### src/rtl/ps2rb_pkg.sv
`timescale 1ns / 1ps
`default_nettype none
// ----------------------------------------------------------------------------
// ps2rb_pkg
// Shared types and constants for the PS/2 port receive/transmit ring buffers.
// ----------------------------------------------------------------------------
package ps2rb_pkg;

  localparam int DATA_W    = 8;
  localparam int COUNT_W   = 8;
  localparam int FUNC_W    = 2;
  localparam int IN_TDATA_W  = 24;
  localparam int OUT_TDATA_W = 32;

  typedef enum logic [FUNC_W-1:0] {
    FUNC_WR = 2'd0,
    FUNC_RD = 2'd1,
    FUNC_EV = 2'd2
  } func_t;

  typedef struct packed {
    logic               read_valid;
    logic               tx_accepted;
    logic               send_valid;
    logic               send_fwd;
    logic               rx_dropped;
    logic [COUNT_W-1:0] rx_count;
  } flags_t;

endpackage
`default_nettype wire

### src/rtl/ps2rb_ram.sv
`timescale 1ns / 1ps
`default_nettype none
// ----------------------------------------------------------------------------
// ps2rb_ram
// Byte-wide ring storage: one write port, one read port, registered read.
// ----------------------------------------------------------------------------
module ps2rb_ram #(
  parameter int DEPTH = 16
) (
  input  wire logic                                clk,
  input  wire logic                                we,
  input  wire logic [$clog2(DEPTH)-1:0]            waddr,
  input  wire logic [ps2rb_pkg::DATA_W-1:0]        wdata,
  input  wire logic                                re,
  input  wire logic [$clog2(DEPTH)-1:0]            raddr,
  output logic      [ps2rb_pkg::DATA_W-1:0]        rdata
);
  import ps2rb_pkg::*;

  logic [DATA_W-1:0] mem [DEPTH];

  always_ff @(posedge clk) begin
    if (we) begin
      mem[waddr] <= wdata;
    end
  end

  always_ff @(posedge clk) begin
    if (re) begin
      rdata <= mem[raddr];
    end
  end

endmodule
`default_nettype wire

### src/rtl/ps2rb_ctrl.sv
`timescale 1ns / 1ps
`default_nettype none
// ----------------------------------------------------------------------------
// ps2rb_ctrl
// Ring pointers: decide each transaction's ring accesses and result flags.
// ----------------------------------------------------------------------------
module ps2rb_ctrl #(
  parameter int DEPTH = 16
) (
  input  wire logic                         clk,
  input  wire logic                         rst_n,
  input  wire logic                         accept,
  input  wire ps2rb_pkg::func_t             func,
  input  wire logic                         port_recv,
  input  wire logic                         port_cts,
  output logic                              rx_we,
  output logic      [$clog2(DEPTH)-1:0]     rx_waddr,
  output logic                              rx_re,
  output logic      [$clog2(DEPTH)-1:0]     rx_raddr,
  output logic                              tx_we,
  output logic      [$clog2(DEPTH)-1:0]     tx_waddr,
  output logic                              tx_re,
  output logic      [$clog2(DEPTH)-1:0]     tx_raddr,
  output ps2rb_pkg::flags_t                 flags
);
  import ps2rb_pkg::*;

  localparam int PTR_W = $clog2(DEPTH);

  logic [PTR_W-1:0] rx_head_r, rx_head_nxt;
  logic [PTR_W-1:0] rx_tail_r, rx_tail_nxt;
  logic [PTR_W-1:0] tx_head_r, tx_head_nxt;
  logic [PTR_W-1:0] tx_tail_r, tx_tail_nxt;
  logic [PTR_W-1:0] rx_head_inc, rx_tail_inc, tx_head_inc, tx_tail_inc;
  logic [PTR_W-1:0] rx_fill;
  logic             do_wr, do_rd, do_step;
  logic             tx_push, rx_push, rx_pop, tx_pop;

  assign rx_head_inc = rx_head_r + PTR_W'(1);
  assign rx_tail_inc = rx_tail_r + PTR_W'(1);
  assign tx_head_inc = tx_head_r + PTR_W'(1);
  assign tx_tail_inc = tx_tail_r + PTR_W'(1);

  always_comb begin
    do_wr   = 1'b0;
    do_rd   = 1'b0;
    do_step = 1'b0;
    case (func)
      FUNC_WR: begin
        do_wr   = 1'b1;
        do_step = 1'b1;
      end
      FUNC_RD: begin
        do_rd = 1'b1;
      end
      FUNC_EV: begin
        do_step = 1'b1;
      end
      default: begin
        do_wr = 1'b0;
      end
    endcase
  end

  always_comb begin
    tx_push     = do_wr && (tx_head_inc != tx_tail_r);
    tx_head_nxt = tx_push ? tx_head_inc : tx_head_r;
    rx_push     = do_step && port_recv && (rx_head_inc != rx_tail_r);
    rx_head_nxt = rx_push ? rx_head_inc : rx_head_r;
    rx_pop      = do_rd && (rx_head_r != rx_tail_r);
    rx_tail_nxt = rx_pop ? rx_tail_inc : rx_tail_r;
    tx_pop      = do_step && port_cts && (tx_tail_r != tx_head_nxt);
    tx_tail_nxt = tx_pop ? tx_tail_inc : tx_tail_r;
    rx_fill     = rx_head_nxt - rx_tail_nxt;
  end

  always_comb begin
    rx_we    = accept && rx_push;
    rx_waddr = rx_head_r;
    rx_re    = accept && rx_pop;
    rx_raddr = rx_tail_r;
    tx_we    = accept && tx_push;
    tx_waddr = tx_head_r;
    tx_re    = accept && tx_pop;
    tx_raddr = tx_tail_r;

    flags.read_valid  = rx_pop;
    flags.tx_accepted = tx_push;
    flags.send_valid  = tx_pop;
    // same entry written and read in one transaction: take the incoming byte
    flags.send_fwd    = tx_pop && tx_push && (tx_tail_r == tx_head_r);
    flags.rx_dropped  = do_step && port_recv && !rx_push;
    flags.rx_count    = COUNT_W'(rx_fill);
  end

  always_ff @(posedge clk) begin
    if (!rst_n) begin
      rx_head_r <= '0;
      rx_tail_r <= '0;
      tx_head_r <= '0;
      tx_tail_r <= '0;
    end else if (accept) begin
      rx_head_r <= rx_head_nxt;
      rx_tail_r <= rx_tail_nxt;
      tx_head_r <= tx_head_nxt;
      tx_tail_r <= tx_tail_nxt;
    end
  end

endmodule
`default_nettype wire

### src/rtl/ps2_port_rx_tx_ring_buffers_core.sv
`timescale 1ns / 1ps
`default_nettype none
// ----------------------------------------------------------------------------
// ps2_port_rx_tx_ring_buffers_core
// Receive and transmit byte rings between a CPU and one PS/2 port.
//
//   channel | ports                     | contents
//   --------+---------------------------+------------------------------------
//   in      | in_tvalid/tready/tdata/tuser | one operation per transaction
//   out     | out_tvalid/tready/tdata   | one result per operation
//
// One transaction per cycle while in_tready is high; a result passes through the
// registered read of the ring memories and then the output register. Pointers
// update at acceptance, so the next transaction sees them.
// Reset clears the four ring pointers; ring contents are not cleared.
// Output stalls back up through one holding stage to in_tready.
// ----------------------------------------------------------------------------
module ps2_port_rx_tx_ring_buffers_core #(
  parameter int RING_DEPTH = 16
) (
  input  wire logic                                 clk,
  input  wire logic                                 rst_n,
  input  wire logic                                 in_tvalid,
  output logic                                      in_tready,
  // tx_data[7:0], port_recv[8], port_data[16:9], port_cts[17], zero[23:18]
  input  wire logic [ps2rb_pkg::IN_TDATA_W-1:0]     in_tdata,
  // func[1:0]
  input  wire logic [ps2rb_pkg::FUNC_W-1:0]         in_tuser,
  output logic                                      out_tvalid,
  input  wire logic                                 out_tready,
  // read_data[7:0], read_valid[8], rx_count[16:9], tx_accepted[17],
  // send_valid[18], send_data[26:19], rx_dropped[27], zero[31:28]
  output logic      [ps2rb_pkg::OUT_TDATA_W-1:0]    out_tdata
);
  import ps2rb_pkg::*;

  localparam int PTR_W = $clog2(RING_DEPTH);

  logic              accept;
  logic              rx_we, rx_re, tx_we, tx_re;
  logic [PTR_W-1:0]  rx_waddr, rx_raddr, tx_waddr, tx_raddr;
  logic [DATA_W-1:0] rx_q, tx_q;
  flags_t            flags;

  logic              s1_v_r, s1_v_nxt;
  flags_t            s1_flags_r;
  logic [DATA_W-1:0] s1_fwd_r;
  logic              out_v_r, out_v_nxt;
  logic [OUT_TDATA_W-1:0] out_data_r, out_data_nxt;
  logic              out_load;
  logic [DATA_W-1:0] rd_byte, snd_byte;

  assign accept = in_tvalid && in_tready;

  ps2rb_ctrl #(.DEPTH(RING_DEPTH)) u_ctrl (
    .clk       (clk),
    .rst_n     (rst_n),
    .accept    (accept),
    .func      (func_t'(in_tuser)),
    .port_recv (in_tdata[8]),
    .port_cts  (in_tdata[17]),
    .rx_we     (rx_we),
    .rx_waddr  (rx_waddr),
    .rx_re     (rx_re),
    .rx_raddr  (rx_raddr),
    .tx_we     (tx_we),
    .tx_waddr  (tx_waddr),
    .tx_re     (tx_re),
    .tx_raddr  (tx_raddr),
    .flags     (flags)
  );

  ps2rb_ram #(.DEPTH(RING_DEPTH)) u_rx_ram (
    .clk   (clk),
    .we    (rx_we),
    .waddr (rx_waddr),
    .wdata (in_tdata[16:9]),
    .re    (rx_re),
    .raddr (rx_raddr),
    .rdata (rx_q)
  );

  ps2rb_ram #(.DEPTH(RING_DEPTH)) u_tx_ram (
    .clk   (clk),
    .we    (tx_we),
    .waddr (tx_waddr),
    .wdata (in_tdata[7:0]),
    .re    (tx_re),
    .raddr (tx_raddr),
    .rdata (tx_q)
  );

  always_comb begin
    out_load  = s1_v_r && (!out_v_r || out_tready);
    in_tready = !s1_v_r || out_load;
    s1_v_nxt  = accept ? 1'b1 : (out_load ? 1'b0 : s1_v_r);
    out_v_nxt = out_load ? 1'b1 : (out_tready ? 1'b0 : out_v_r);

    rd_byte  = s1_flags_r.read_valid ? rx_q : '0;
    snd_byte = !s1_flags_r.send_valid ? '0 : (s1_flags_r.send_fwd ? s1_fwd_r : tx_q);
    out_data_nxt = {4'd0, s1_flags_r.rx_dropped, snd_byte, s1_flags_r.send_valid,
                    s1_flags_r.tx_accepted, s1_flags_r.rx_count,
                    s1_flags_r.read_valid, rd_byte};
  end

  always_ff @(posedge clk) begin
    if (!rst_n) begin
      s1_v_r  <= 1'b0;
      out_v_r <= 1'b0;
    end else begin
      s1_v_r  <= s1_v_nxt;
      out_v_r <= out_v_nxt;
    end
  end

  always_ff @(posedge clk) begin
    if (accept) begin
      s1_flags_r <= flags;
      s1_fwd_r   <= in_tdata[7:0];
    end
    if (out_load) begin
      out_data_r <= out_data_nxt;
    end
  end

  assign out_tvalid = out_v_r;
  assign out_tdata  = out_data_r;

  a_read_no_port: assert property (@(posedge clk) disable iff (!rst_n)
    out_tvalid |-> !(out_tdata[8] && (out_tdata[18] || out_tdata[17] || out_tdata[27])))
    else $error("cpu read result shows port activity");

  a_send_zero: assert property (@(posedge clk) disable iff (!rst_n)
    (out_tvalid && !out_tdata[18]) |-> (out_tdata[26:19] == '0))
    else $error("send_data nonzero without send_valid");

  a_count_range: assert property (@(posedge clk) disable iff (!rst_n)
    out_tvalid |-> (32'(out_tdata[16:9]) < 32'(RING_DEPTH)))
    else $error("rx_count exceeds ring capacity");

  a_fwd_send: assert property (@(posedge clk) disable iff (!rst_n)
    (s1_v_r && s1_flags_r.send_fwd) |-> (s1_flags_r.send_valid && s1_flags_r.tx_accepted))
    else $error("forwarded send without write and send");

endmodule
`default_nettype wire

### config.mk
export PLATFORM = sky130hd
export DESIGN_NAME = ps2_port_rx_tx_ring_buffers_core
export DESIGN_NICKNAME = d
export VERILOG_FILES = /design/src/rtl/ps2rb_pkg.sv /design/src/rtl/ps2rb_ram.sv /design/src/rtl/ps2rb_ctrl.sv /design/src/rtl/ps2_port_rx_tx_ring_buffers_core.sv
export SDC_FILE = /design/constraint.sdc
export NUM_CORES = 1
export LEC_CHECK = 0
export ABC_AREA = 1
export BUFFER_PORTS_ARGS = -buffer_cell sky130_fd_sc_hd__buf_2
export CAP_MARGIN = 20
export CELL_PAD_IN_SITES_DETAIL_PLACEMENT = 2
export CELL_PAD_IN_SITES_GLOBAL_PLACEMENT = 2
export CORE_MARGIN = 2
export CORE_UTILIZATION = 43
export DETAILED_ROUTE_END_ITERATION = 10
export GPL_TIMING_DRIVEN = 0
export PLACE_DENSITY = 0.84
export SLEW_MARGIN = 15
export SYNTH_ARGS = -nofsm -noshare
export SYNTH_HDL_FRONTEND = slang
export SYNTH_SLANG_ARGS = --single-unit
### constraint.sdc
create_clock -name clk -period 3.1 [get_ports clk]
set_input_delay 0.62 -clock clk [delete_from_list [all_inputs] [get_ports clk]]
set_output_delay 0.62 -clock clk [all_outputs]
set_load 0.01 [all_outputs]
==> reports/results.tsv <==
stage	metric	value	unit
outcome	status	complete, no violations	
cells_and_area	fill count	2997	
drt	Vias	9622	
setup_path	Setup crit start	u_ctrl.tx_waddr[1]$_SDFFE_PN0P_	
die	Die W	182	µm
logic_synthesis	post-synthesis sequential area ratio	71.9	%
logic_synthesis	asr flop ratio synth	0	%
global_route	largest net degree at the start of global routing	27	
sta	Clock Skews	0.0221	ns
sta	Final Worst Setup Slack	0.130	ns
setup_path	WP data required	3.28	ns
sta	Pins Over Slew Limit	0	
drt	initial drt markers	985	
pwr	Pwr Density	652	nW/µm²
cells_and_area	synth-to-layout area growth	16.9	%
pwr	leakage	5.32	nW
drt	Via density	6.17	
global_route	first-pass GRT wire length	70500	µm
sta	Hold Violations, Final	0	
die	Die ar.	33000	µm²
logic_synthesis	top-area cell type share of the netlist area	69.2	%
logic_synthesis	EDFF count, synth	313	
cells_and_area	Finished Cell Area	15900	µm²
global_route	initial antenna violation count	0	
setup_path	CP Launch Type	register	
clock_tree	Worst-Skew Late Latency	0.53	ns
drt	Routed WL	48700	µm
logic_synthesis	commonest cells in the netlist	313 x edfxtp_1, 174 x nor2_1, 115 x o21ai_0, 79 x nand2_1, 44 x o221ai_1	
setup_path	crit path DAT	3.15	ns
sta	Setup Viol. Count Final	0	
cells_and_area	Inserted Diodes	0	
drt	drt first pass iters	5	
placed_design	DPL Wire Length	30400	µm
global_route	grt total ovfl	0	
die	# rows	65	
logic_synthesis	synth warn	0	
clock_tree	CTS Hold Bufs	0	
sta	Final min period	2.97	ns
sta	measured slew at the worst slew-check pin	0.910	ns
logic_synthesis	Area contributors post-synth	edfxtp_1 69%, nor2_1 4.8%, o21ai_0 4.2%, o221ai_1 2.8%, dfxtp_1 2.7%	
placed_design	Setup WS pre-CTS	-0.246	ns
sta	Fmax	0.337	GHz
setup_path	Crit Reg-Reg Startpoint	u_ctrl.tx_waddr[1]$_SDFFE_PN0P_	
clock_tree	clk root buf	clkbuf_16	
drt	wire per inst	31.3	µm
placed_design	Port Buffers	48	
clock_tree	CTS buffer count	36	
worst_hold_path	HP Start	out_data_nxt[9]$_DFFE_PP_	
setup_path	nature of the critical path endpoint	register	
logic_synthesis	post-synth cell types	40	
placed_design	gpl congestion	0.838	
worst_hold_path	Hold Crit Class	reg2reg	
cells_and_area	Final #Nets	1175	
pwr	peak supply drop	0.000484	V
placed_design	Placed Area	14400	µm²
logic_synthesis	Post-synth top flop	edfxtp_1	
logic_synthesis	Post-Syn Instances	1034	
die	number of I/O pins	64	
sta	Slew headroom	39.1	%
global_route	vias in the first global route	10448	
clock_tree	CTS tree	done	
logic_synthesis	area leader, netlist	edfxtp_1	
drt	residual DRC count	0	
die	Initial Utilization	43.4	%
global_route	GRT Overall Usage	29.4	%
setup_path	Crit Path Class	reg2reg	
logic_synthesis	Synth Cell Area	13600	µm²
logic_synthesis	Seq cells post-synth	331	
flow_run	maxcap violations	0	
clock_tree	Num Clock Sinks	331	
setup_path	worst-path fanout max	8	
die	CORE AREA	31300	µm²
sta	RSZ-0062 raised after global routing	no	
die	Die Span Y	182	µm
logic_synthesis	syn avg cell area	13.1	µm²
cells_and_area	layout cells sized above 1	17.6	%
clock_tree	clock buffer depth	3	
clock_tree	Worst-path clk slew	0.07	ns
clock_tree	H-tree lvl count	2	
drt	DRT antenna net count	0	
logic_synthesis	most common cell in the netlist	edfxtp_1	
sta	fin crit share	95.8	%
[cell usage in the layout (no fill, tap or decap), drive strengths merged, types with 11 or more instances in the layout]
master  instances
edfxtp        313
nor2          179
o21ai         119
nand2          90
clkbuf         86
buf            78
inv            51
o221ai         44
nand3          33
mux2i          22
o211ai         19
dfxtp          18
a21oi          17
ha             13
o22ai          11
[layer usage]
layer,up-vias,routed length (µm),track usage (%)
li1,3993,-,-
met1,4985,19200,37.3
met2,498,24100,49.9
met3,146,3160,4.53
met4,0,2230,13.5
met5,-,0,0
[final timing paths]
check	endpoint	slack (ns)	depth (start not counted)
worst max-delay path	u_tx_ram.rdata[3]$_DFFE_PP_	0.13	13
worst min-delay path	out_tdata[9]$_DFFE_PP_	0.42	0
worst max register to register	u_tx_ram.rdata[3]$_DFFE_PP_	0.13	13
worst min register to register	out_tdata[9]$_DFFE_PP_	0.42	0
[stage by stage]
step	hold WS, ns	utilization (%)	power, mW	instances	TNS, ns
after detailed placement	0.408	45.9	5.82	1491	-29.79
final	0.420	50.7	10.3	1559	0
after CTS	0.423	50.2	10.3	1555	-6.13
after global routing	0.438	50.7	10.6	1559	0
after global placement	0.403	45.8	5.75	1491	-0.108
after floorplan	0.400	-	5.49	1041	0
[where the power goes]
part	internal [mW]	total, mW	switching, mW
clock network	2.68	4.56	1.88
logic	0.201	0.764	0.563
registers	4.98	5.02	0.0408
total	7.86	10.3	2.48
[layout make-up]
cell class              instances  area, µm²  area share [%]
plain buffers                  63        315            1.99
clock buffers                  49       1000            6.30
clock inverters                15        203            1.28
inverters                      51        191            1.21
multi-input cells             596       3580            22.5
flip-flops and latches        331       9770            61.5
well taps                     402        503            3.17
repair buffers                 52        320            2.02
[worst max-delay path, stage by stage (launching register included)]
cell	delay, ns
dfxtp_1	0.55
inv_1	0.17
ha_1	0.37
xnor2_1	0.16
nand2_1	0.14
nor2_4	0.15
nand2_4	0.08
nand2_4	0.12
nand2_1	0.10
nand3_1	0.12
nand2_2	0.09
nand3_4	0.12
nand3_4	0.13
inv_1	0.32
[sequential cells by signal, summed over array words and instances, names as in the netlist]
register / count
u_ctrl.rx_waddr: 4
out_data_nxt: 8
u_tx_ram.mem: 128
u_ctrl.tx_raddr: 4
out_tdata: 24
s1_v_r: 1
u_ctrl.tx_waddr: 4
out_tvalid: 1
u_ctrl.rx_raddr: 4
u_rx_ram.rdata: 8
u_rx_ram.mem: 128
u_tx_ram.rdata: 8
s1_flags_r: 1
s1_fwd_r: 8
[cells by family after synthesis]
| group | Yosys count | synth area share [%] |
|---|---|---|
| xor gates and xnor gates | 19 | 1.38 |
| AOI/OAI and AO/OA | 222 | 10.2 |
| adders and majority gates | 14 | 1.35 |
| DFF | 331 | 71.9 |
| and+or+nand+nor | 311 | 9.89 |
| other | 1 | 0.0276 |
| muxes | 22 | 1.62 |
| buffers and inverters | 114 | 3.69 |
[timing repair]
action	CTS	global route
pin swaps	0	3
resized for setup	44	30
buffers inserted	0	4
setup endpoints to repair	257	249
(Power assumes the default switching activity.)
